==> src/rtl/rsd_pkg.sv <==
// Shared types and constants for the radial spotlight dimmer.
// Used by every module of the block; depends on nothing.
`default_nettype none

package rsd_pkg;

	// Default widths of the pixel fields.
	localparam int COORD_BITS_DEF = 12;
	localparam int LUMA_BITS_DEF  = 16;

	// Configuration registers.
	localparam int CENTER_BITS    = 14;
	localparam int CFG_INDEX_BITS = 1;

	typedef enum logic [CFG_INDEX_BITS-1:0] {
		REG_CENTER_X = 1'b0,
		REG_CENTER_Y = 1'b1
	} cfg_reg_t;

	// Distance arithmetic. Offsets under the limit fit in AXIS_BITS, so the
	// scaled sum of squares fits in RAD_BITS and its root in ROOT_BITS.
	localparam int LIMIT_PIX = 160;
	localparam int AXIS_BITS = 8;
	localparam int SUM_BITS  = 2 * AXIS_BITS;
	localparam int RAD_BITS  = SUM_BITS + 8;
	localparam int ROOT_BITS = RAD_BITS / 2;
	localparam int REM_BITS  = ROOT_BITS + 2;

	// Distance in Q8.4 saturates at 160 pixels.
	localparam int DIST_BITS = ROOT_BITS;
	localparam logic [DIST_BITS-1:0] DIST_SAT = DIST_BITS'(2560);

	// Dimming divisor 3200 = 2^7 * 25.
	localparam int DIV_SHIFT = 7;
	localparam int DIV_ODD   = 25;

	// Work carried from cell to cell of the square root chain.
	typedef struct packed {
		logic [RAD_BITS-1:0]  rad;
		logic [REM_BITS-1:0]  rem;
		logic [ROOT_BITS-1:0] root;
		logic                 sat;
	} sqrt_work_t;

endpackage

`default_nettype wire

==> src/rtl/rsd_offset.sv <==
// Front end of the dimmer: offsets to the center, saturation test and sum of squares.
// Depends on rsd_pkg.
`default_nettype none

module rsd_offset import rsd_pkg::*; #(
	parameter int COORD_BITS = COORD_BITS_DEF,
	parameter int LUMA_BITS  = LUMA_BITS_DEF
) (
	input  wire logic                          clk,
	input  wire logic                          arst_n,
	input  wire logic signed [CENTER_BITS-1:0] center_x,
	input  wire logic signed [CENTER_BITS-1:0] center_y,
	input  wire logic                          up_valid,
	output logic                               up_ready,
	input  wire logic [COORD_BITS-1:0]         up_x,
	input  wire logic [COORD_BITS-1:0]         up_y,
	input  wire logic [LUMA_BITS-1:0]          up_luma,
	output logic                               dn_valid,
	input  wire logic                          dn_ready,
	output sqrt_work_t                         dn_work,
	output logic [LUMA_BITS-1:0]               dn_luma
);

	// Signed difference width: wide enough for any coordinate minus any center.
	localparam int DW = ((COORD_BITS > CENTER_BITS) ? COORD_BITS : CENTER_BITS) + 2;

	logic signed [DW-1:0] dx, dy;
	logic [DW-1:0]        ax, ay;
	logic                 sat;

	logic                 valid_s1, valid_s2;
	logic                 ready_s1, ready_s2;
	logic                 sat_s1;
	logic [AXIS_BITS-1:0] ax_s1, ay_s1;
	logic [LUMA_BITS-1:0] luma_s1;
	logic [SUM_BITS:0]    sum;
	sqrt_work_t           work_s2;
	logic [LUMA_BITS-1:0] luma_s2;

	always_comb begin
		dx  = $signed({{(DW-COORD_BITS){1'b0}}, up_x}) - DW'(center_x);
		dy  = $signed({{(DW-COORD_BITS){1'b0}}, up_y}) - DW'(center_y);
		ax  = dx[DW-1] ? DW'(-dx) : DW'(dx);
		ay  = dy[DW-1] ? DW'(-dy) : DW'(dy);
		sat = (ax >= DW'(LIMIT_PIX)) || (ay >= DW'(LIMIT_PIX));
	end

	// Out of range offsets leave garbage in the sum; the saturation flag overrides it.
	assign sum = (SUM_BITS+1)'(ax_s1 * ax_s1) + (SUM_BITS+1)'(ay_s1 * ay_s1);

	assign ready_s2 = !valid_s2 || dn_ready;
	assign ready_s1 = !valid_s1 || ready_s2;
	assign up_ready = ready_s1;

	always_ff @(posedge clk or negedge arst_n) begin
		if (!arst_n) begin
			valid_s1 <= 1'b0;
			valid_s2 <= 1'b0;
		end else begin
			if (ready_s1) valid_s1 <= up_valid;
			if (ready_s2) valid_s2 <= valid_s1;
		end
	end

	always_ff @(posedge clk) begin
		if (ready_s1 && up_valid) begin
			sat_s1  <= sat;
			ax_s1   <= ax[AXIS_BITS-1:0];
			ay_s1   <= ay[AXIS_BITS-1:0];
			luma_s1 <= up_luma;
		end
		if (ready_s2 && valid_s1) begin
			work_s2.rad  <= {sum[SUM_BITS-1:0], {(RAD_BITS-SUM_BITS){1'b0}}};
			work_s2.rem  <= '0;
			work_s2.root <= '0;
			work_s2.sat  <= sat_s1;
			luma_s2      <= luma_s1;
		end
	end

	assign dn_valid = valid_s2;
	assign dn_work  = work_s2;
	assign dn_luma  = luma_s2;

endmodule

`default_nettype wire

==> src/rtl/rsd_sqrt_cell.sv <==
// One cell of the square root chain: settles one root bit per cycle while the next cell takes its output.
// Depends on rsd_pkg.
`default_nettype none

module rsd_sqrt_cell import rsd_pkg::*; #(
	parameter int LUMA_BITS = LUMA_BITS_DEF
) (
	input  wire logic                 clk,
	input  wire logic                 arst_n,
	input  wire logic                 up_valid,
	output logic                      up_ready,
	input  wire sqrt_work_t           up_work,
	input  wire logic [LUMA_BITS-1:0] up_luma,
	output logic                      dn_valid,
	input  wire logic                 dn_ready,
	output sqrt_work_t                dn_work,
	output logic [LUMA_BITS-1:0]      dn_luma
);

	logic [REM_BITS-1:0] rem_sh, trial;
	logic                fits;
	sqrt_work_t          next;
	logic                valid_q;
	sqrt_work_t          work_q;
	logic [LUMA_BITS-1:0] luma_q;

	// Bring down the next two radicand bits and try appending a one to the root.
	always_comb begin
		rem_sh    = {up_work.rem[REM_BITS-3:0], up_work.rad[RAD_BITS-1 -: 2]};
		trial     = {up_work.root[ROOT_BITS-1:0], 2'b01};
		fits      = rem_sh >= trial;
		next.rad  = {up_work.rad[RAD_BITS-3:0], 2'b00};
		next.rem  = fits ? rem_sh - trial : rem_sh;
		next.root = {up_work.root[ROOT_BITS-2:0], fits};
		next.sat  = up_work.sat;
	end

	assign up_ready = !valid_q || dn_ready;

	always_ff @(posedge clk or negedge arst_n) begin
		if (!arst_n) begin
			valid_q <= 1'b0;
		end else if (up_ready) begin
			valid_q <= up_valid;
		end
	end

	always_ff @(posedge clk) begin
		if (up_ready && up_valid) begin
			work_q <= next;
			luma_q <= up_luma;
		end
	end

	assign dn_valid = valid_q;
	assign dn_work  = work_q;
	assign dn_luma  = luma_q;

endmodule

`default_nettype wire

==> src/rtl/rsd_dim.sv <==
// Back end of the dimmer: distance clamp, luminance product, division by 3200
// through a reciprocal, and the subtraction in the output register. Depends on rsd_pkg.
`default_nettype none

module rsd_dim import rsd_pkg::*; #(
	parameter int LUMA_BITS = LUMA_BITS_DEF
) (
	input  wire logic                 clk,
	input  wire logic                 arst_n,
	input  wire logic                 up_valid,
	output logic                      up_ready,
	input  wire sqrt_work_t           up_work,
	input  wire logic [LUMA_BITS-1:0] up_luma,
	output logic                      dn_valid,
	input  wire logic                 dn_ready,
	output logic [LUMA_BITS-1:0]      dn_luma
);

	// q = p >> 7 has QW bits; floor(q / 25) = (q * RECIP) >> SH for every q below 2^QW.
	localparam int PW = LUMA_BITS + DIST_BITS;
	localparam int QW = PW - DIV_SHIFT;
	localparam int SH = QW + $clog2(DIV_ODD);
	localparam logic [63:0] RECIP_FULL = ((64'd1 << SH) + 64'(DIV_ODD - 1)) / 64'(DIV_ODD);
	localparam logic [QW:0] RECIP = RECIP_FULL[QW:0];
	localparam int MW = 2 * QW + 1;

	logic [DIST_BITS-1:0] dist_clip;
	logic                 ready_s1, ready_s2, ready_s3;
	logic                 valid_s1, valid_s2, valid_q;
	logic [PW-1:0]        prod_s1;
	logic [LUMA_BITS-1:0] luma_s1, luma_s2, luma_q;
	logic [MW-1:0]        quot_s2;
	logic [MW-SH-1:0]     dim;

	always_comb begin
		if (up_work.sat || (up_work.root >= DIST_SAT)) dist_clip = DIST_SAT;
		else dist_clip = up_work.root[DIST_BITS-1:0];
	end

	assign dim = quot_s2[MW-1:SH];

	assign ready_s3 = !valid_q || dn_ready;
	assign ready_s2 = !valid_s2 || ready_s3;
	assign ready_s1 = !valid_s1 || ready_s2;
	assign up_ready = ready_s1;

	always_ff @(posedge clk or negedge arst_n) begin
		if (!arst_n) begin
			valid_s1 <= 1'b0;
			valid_s2 <= 1'b0;
			valid_q  <= 1'b0;
		end else begin
			if (ready_s1) valid_s1 <= up_valid;
			if (ready_s2) valid_s2 <= valid_s1;
			if (ready_s3) valid_q  <= valid_s2;
		end
	end

	always_ff @(posedge clk) begin
		if (ready_s1 && up_valid) begin
			prod_s1 <= PW'(up_luma) * PW'(dist_clip);
			luma_s1 <= up_luma;
		end
		if (ready_s2 && valid_s1) begin
			quot_s2 <= MW'(prod_s1[PW-1:DIV_SHIFT]) * MW'(RECIP);
			luma_s2 <= luma_s1;
		end
		if (ready_s3 && valid_s2) begin
			luma_q <= luma_s2 - dim[LUMA_BITS-1:0];
		end
	end

	assign dn_valid = valid_q;
	assign dn_luma  = luma_q;

endmodule

`default_nettype wire

==> src/rtl/radial_spotlight_dimmer_unit.sv <==
// Top level of the radial spotlight dimmer: center registers and the pipeline.
// Depends on rsd_pkg, rsd_offset, rsd_sqrt_cell and rsd_dim.
`default_nettype none

// Channel    Direction  Handshake           Beat contents
// -------    ---------  ------------------  ---------------------------
// input      in         in_valid/in_stall   pixel_x, pixel_y, luma_in
// output     out        out_valid/out_stall luma_out
// config     in         cfg_write           cfg_index, cfg_data
//
// One beat is taken every cycle until a stall on the output has filled every stage. A beat
// accepted at the input reaches luma_out through 17 registers: two front end stages, twelve
// square root cells (one root bit each) and three back end stages.
// Reset clears every valid bit and sets both center coordinates to zero.
// A stall on the output holds the final register; each stage keeps loading while
// the one ahead of it is empty, so in_stall rises only once every stage is full.

module radial_spotlight_dimmer_unit import rsd_pkg::*; #(
	parameter int COORD_BITS = COORD_BITS_DEF,
	parameter int LUMA_BITS  = LUMA_BITS_DEF
) (
	input  wire logic                      clk,
	input  wire logic                      arst_n,
	input  wire logic                      cfg_write,
	input  wire logic [CFG_INDEX_BITS-1:0] cfg_index,
	input  wire logic [CENTER_BITS-1:0]    cfg_data,
	input  wire logic                      in_valid,
	output logic                           in_stall,
	input  wire logic [COORD_BITS-1:0]     pixel_x,
	input  wire logic [COORD_BITS-1:0]     pixel_y,
	input  wire logic [LUMA_BITS-1:0]      luma_in,
	output logic                           out_valid,
	input  wire logic                      out_stall,
	output logic [LUMA_BITS-1:0]           luma_out
);

	// One cell per bit of the root.
	localparam int NCELL = ROOT_BITS;

	logic signed [CENTER_BITS-1:0] center_x_q, center_y_q;

	// Chain links: link 0 feeds the first cell, link NCELL leaves the last one.
	logic                 link_valid [NCELL+1];
	logic                 link_ready [NCELL+1];
	sqrt_work_t           link_work  [NCELL+1];
	logic [LUMA_BITS-1:0] link_luma  [NCELL+1];

	logic front_ready;
	logic back_ready;

	// Center registers. Writes must arrive only while the pipeline is empty; the block does not enforce this.
	always_ff @(posedge clk or negedge arst_n) begin
		if (!arst_n) begin
			center_x_q <= '0;
			center_y_q <= '0;
		end else if (cfg_write) begin
			case (cfg_reg_t'(cfg_index))
				REG_CENTER_X: center_x_q <= cfg_data;
				REG_CENTER_Y: center_y_q <= cfg_data;
				default: ;
			endcase
		end
	end

	assign in_stall = !front_ready;

	// Offsets, saturation and the sum of squares.
	rsd_offset #(
		.COORD_BITS(COORD_BITS),
		.LUMA_BITS (LUMA_BITS)
	) u_offset (
		.clk     (clk),
		.arst_n  (arst_n),
		.center_x(center_x_q),
		.center_y(center_y_q),
		.up_valid(in_valid),
		.up_ready(front_ready),
		.up_x    (pixel_x),
		.up_y    (pixel_y),
		.up_luma (luma_in),
		.dn_valid(link_valid[0]),
		.dn_ready(link_ready[0]),
		.dn_work (link_work[0]),
		.dn_luma (link_luma[0])
	);

	// The square root runs down a row of identical cells, most significant bit first.
	for (genvar i = 0; i < NCELL; i++) begin : g_cell
		rsd_sqrt_cell #(
			.LUMA_BITS(LUMA_BITS)
		) u_cell (
			.clk     (clk),
			.arst_n  (arst_n),
			.up_valid(link_valid[i]),
			.up_ready(link_ready[i]),
			.up_work (link_work[i]),
			.up_luma (link_luma[i]),
			.dn_valid(link_valid[i+1]),
			.dn_ready(link_ready[i+1]),
			.dn_work (link_work[i+1]),
			.dn_luma (link_luma[i+1])
		);
	end

	assign link_ready[NCELL] = back_ready;

	// Clamp, scale and subtract; the last register here drives the output.
	rsd_dim #(
		.LUMA_BITS(LUMA_BITS)
	) u_dim (
		.clk     (clk),
		.arst_n  (arst_n),
		.up_valid(link_valid[NCELL]),
		.up_ready(back_ready),
		.up_work (link_work[NCELL]),
		.up_luma (link_luma[NCELL]),
		.dn_valid(out_valid),
		.dn_ready(!out_stall),
		.dn_luma (luma_out)
	);

endmodule

`default_nettype wire

==> config.mk <==
export PLATFORM = sky130hd
export DESIGN_NAME = radial_spotlight_dimmer_unit
export DESIGN_NICKNAME = d
export VERILOG_FILES = /design/src/rtl/rsd_pkg.sv /design/src/rtl/rsd_offset.sv /design/src/rtl/rsd_sqrt_cell.sv /design/src/rtl/rsd_dim.sv /design/src/rtl/radial_spotlight_dimmer_unit.sv
export SDC_FILE = /design/constraint.sdc
export NUM_CORES = 2
export LEC_CHECK = 0
export ABC_AREA = 1
export BUFFER_PORTS_ARGS = -buffer_cell sky130_fd_sc_hd__clkbuf_2
export CAP_MARGIN = 20
export CELL_PAD_IN_SITES_DETAIL_PLACEMENT = 1
export CELL_PAD_IN_SITES_GLOBAL_PLACEMENT = 2
export CORE_AREA = 10 10 284 490
export CTS_BUF_LIST = sky130_fd_sc_hd__clkbuf_16
export CTS_CLUSTER_DIAMETER = 80
export DETAILED_ROUTE_END_ITERATION = 10
export DIE_AREA = 0 0 294 500
export PLACE_DENSITY = 0.73
export SYNTH_ARGS = -nofsm -noshare
export SYNTH_HDL_FRONTEND = slang
export SYNTH_SLANG_ARGS = --single-unit
==> constraint.sdc <==
create_clock -name clk -period 5.4 [get_ports clk]
set_input_delay 1.08 -clock clk [delete_from_list [all_inputs] [get_ports clk]]
set_output_delay 1.08 -clock clk [all_outputs]
set_load 0.01 [all_outputs]
==> impl_metrics.json <==
{
  "crit_path_max_fanout": 3,
  "antenna_found_initial": 0,
  "nFillCells": 14300,
  "viasPerCell": 4.76,
  "clkTransAtPathRegs_ns": 0.06,
  "clk_path_buf_depth": 3,
  "placed_cells": 6482,
  "netlist_area_um2": 45400,
  "ys_top_cells_by_area": "edfxtp_1, fa_1, ha_1",
  "status": "finished with violations",
  "ys_types": 62,
  "synth-edff-count": 607,
  "dp_hpwl_um": 108000,
  "final.setup.worst_slack_ns": -0.512,
  "nNetsFinal": 5822,
  "syn_inst": 4337,
  "wl_per_cell_um": 19.4,
  "max_cap_violations": 0,
  "post-route-period-util_pct": 109,
  "areaGrowthSynthToFinish_pct": 24.9,
  "placed_cell_area_um2": 51200,
  "antennaDiodeCount": 0,
  "worst_setup_path_end_kind": "flop",
  "die_area_um2": 147000,
  "cts_hold_buf": 0,
  "synth.avg_cell_area_um2": 10.5,
  "finalHoldViolations": 0,
  "path_cells": "fa_2 -> buf_6 -> ha_4 -> inv_2 -> fa_1 -> inv_2 -> fa_1 -> fa_1 -> fa_1 -> inv_2 -> fa_1 -> inv_2 -> ha_4 -> nand2_4 -> nor2_4 -> nand2_4 -> buf_6 -> nor3_4 -> nand4_1 -> nand3_2 -> xor2_1",
  "clock_latency_ns": 0.66,
  "grt_max_degree": 46,
  "fin_area_um2": 56800,
  "period_minus_slack_ns": 5.91,
  "rsz0062_at_grt": "yes",
  "h-tree-depth": 3,
  "worst_pin_slew_ns": 0.836,
  "fin_worst_skew_ns": 0.0531,
  "drv_slew": 0,
  "ioPinCount": 78,
  "die_x_um": 294,
  "crit_type": "flop to flop",
  "setup_viol": 27,
  "ys_ff_latch": 652,
  "core-area_um2": 131000,
  "start_util_pct": 34.7,
  "crit_path_start_kind": "flop",
  "synth_seq_area_share_pct": 42.6,
  "dieHeight_um": 500,
  "reg2reg_depth": 21,
  "drtAntennaViolNets": 0,
  "routed_wl_um": 130000,
  "hold_depth": 0,
  "drt_iter0_drc": 828,
  "async_flop_share_pct": 6.90,
  "vias": 31800,
  "place.gp.congestion": 0.924,
  "relSlewSlack_pct": 44.1,
  "syn_nets": 5212,
  "critPathMaxStageDelay_ns": 0.65,
  "synth_area_leader_cell": "edfxtp_1",
  "seq_area_um2": 19400,
  "port_buffers": 77,
  "grtUsageTotal_pct": 17.8,
  "instances_no_fill": 6691,
  "hp-class": "flop to flop",
  "clock-root-buffer": "clkbuf_16",
  "firstDrtPassIters": 5,
  "remaining_drc_errors": 0,
  "cp.required_ns": 5.81,
  "synth_flop_cell": "edfxtp_1",
  "cts.sinks": 652,
  "yosys_warnings": 0,
  "rows": 176,
  "crit_slowest_cell": "fa_2",
  "grt_pass1_wl_um": 201000,
  "fmax_mhz": 169,
  "multiInputGateArea_um2": 24400,
  "cts_tree": "yes",
  "grt_pass1_vias": 37400,
  "path_common_cell": "fa_1",
  "violations": "setup timing",
  "drive_gt1_share_pct": 24.0,
  "synth.top_cell.area_share_pct": 40.1,
  "cts_inserted_buffers": 70,
  "grt-ovfl-total": 0,
  "cp.arrival_ns": 6.33
}
## repair_timing
action | 4_1_cts | 5_1_grt
setup buffers | 74 | 22
endpoints found under the setup margin | 39 | 41
gates resized for setup | 411 | 179
pin swaps | 256 | 119
## stage by stage
| stage | hold WS [ns] | TNS [ns] | setup slack [ns] | util (%) |
|---|---|---|---|---|
| finish | 0.399 | -7.49 | -0.512 | 43.3 |
| global route | 0.412 | -13.83 | -0.697 | 43.3 |
| CTS | 0.396 | -7.47 | -0.561 | 42.7 |
| detailed placement | 0.405 | -19.50 | -1.19 | 39.0 |
| global placement | 0.400 | -17.78 | -1.10 | 39.0 |
| floorplan | 0.400 | -0.381 | -0.144 | - |
## state kept, by name, indices dropped and copies added, names as in the netlist, 16 cells and up
name	count
g_cell.u_cell.dn_work	264
g_cell.u_cell.dn_luma	192
u_dim.prod_s1	21
u_offset.dn_work	17
u_dim.dn_luma	16
u_dim.luma_s1	16
u_dim.luma_s2	16
u_dim.quot_s2	16
u_offset.dn_luma	16
u_offset.luma_s1	16
## cell type report
| type | count | area share (%) |
|---|---|---|
| inverter | 984 | 6.57 |
| multi-input combinational | 2646 | 43.0 |
| sequential | 652 | 34.1 |
| clock inverter | 55 | 1.15 |
| timing repair buffer | 593 | 8.32 |
| clock buffer | 70 | 3.09 |
| tap | 1691 | 3.73 |
## layer usage
metal | global-route usage [%] | up-vias | share of wire [%]
li1 | - | 15100 | -
met1 | 13.4 | 16000 | 28
met2 | 39.6 | 427 | 63
met3 | 1.99 | 320 | 2.0
met4 | 11.0 | 0 | 6.9
met5 | 0 | - | 0
## Yosys cell counts (all sizes together), types with 8 or more instances
cell type	count
fa	375
o21a	10
nor4	13
dfrtp	45
nor3	33
or2	8
nand3b	11
o21ai	175
nand3	110
clkbuf	33
nor2	281
xor2	107
a31oi	11
ha	440
nand2	739
nand4	29
a21oi	185
edfxtp	607
inv	978
o21bai	16
xnor2	52
buf	22
## worst max-delay path: cells and delay by family, from the launching register on
| kind | cells | cell delay (ns) |
|---|---|---|
| XOR/XNOR | 1 | 0.10 |
| adder cells (fa/ha/maj) | 8 | 3.66 |
| buffers and inverters | 6 | 0.41 |
| flip-flops | 1 | 0.57 |
| AND/OR/NAND/NOR | 6 | 0.91 |
## worst paths after layout
| check | slack [ns] | endpoint | start |
|---|---|---|---|
| worst min register to register | 0.40 | g_cell[5].u_cell.dn_work[0] | g_cell[4].u_cell.dn_work[0] |
| min in group asynchronous | 0.54 | center_x_q[3] | arst_n |
| worst max register to register | -0.51 | u_dim.quot_s2[36] | u_dim.prod_s1[15] |
| worst min-delay path | 0.40 | g_cell[5].u_cell.dn_work[0] | g_cell[4].u_cell.dn_work[0] |
| worst max-delay path | -0.51 | u_dim.quot_s2[36] | u_dim.prod_s1[15] |
| max in group asynchronous | 4.31 | g_cell[8].u_cell.dn_valid | arst_n |
## layout by cell type (no fill, tap or decap), types with 70 or more instances in the layout
cell       count
inv_2         82
nand2_2       70
nand3_1       93
clkbuf_16     70
a21oi_1      121
o21ai_0      120
xor2_1       100
buf_4        436
nand2_1      632
nor2_1       219
ha_1         383
inv_1        899
clkbuf_2      77
fa_1         349
edfxtp_1     607
## kinds of logic (layout without fill, tap and decap cells)
group / count (synthesis) / in the layout / synth area share (%)
flip-flops: 652 / 652 / 42.6
XOR/XNOR: 159 / 159 / 3.07
adder cells (fa/ha/maj): 815 / 815 / 28.6
AND/OR/NAND/NOR: 1234 / 1234 / 11.6
buffers and inverters: 1039 / 1702 / 8.65
AO/OA/AOI/OAI: 434 / 434 / 5.31
other: 1 / 1 / 0.00825
multiplexers: 3 / 3 / 0.0716
Power is not shown: default switching activity piles up to over one toggle a cycle in this logic, so the estimate is an artifact.
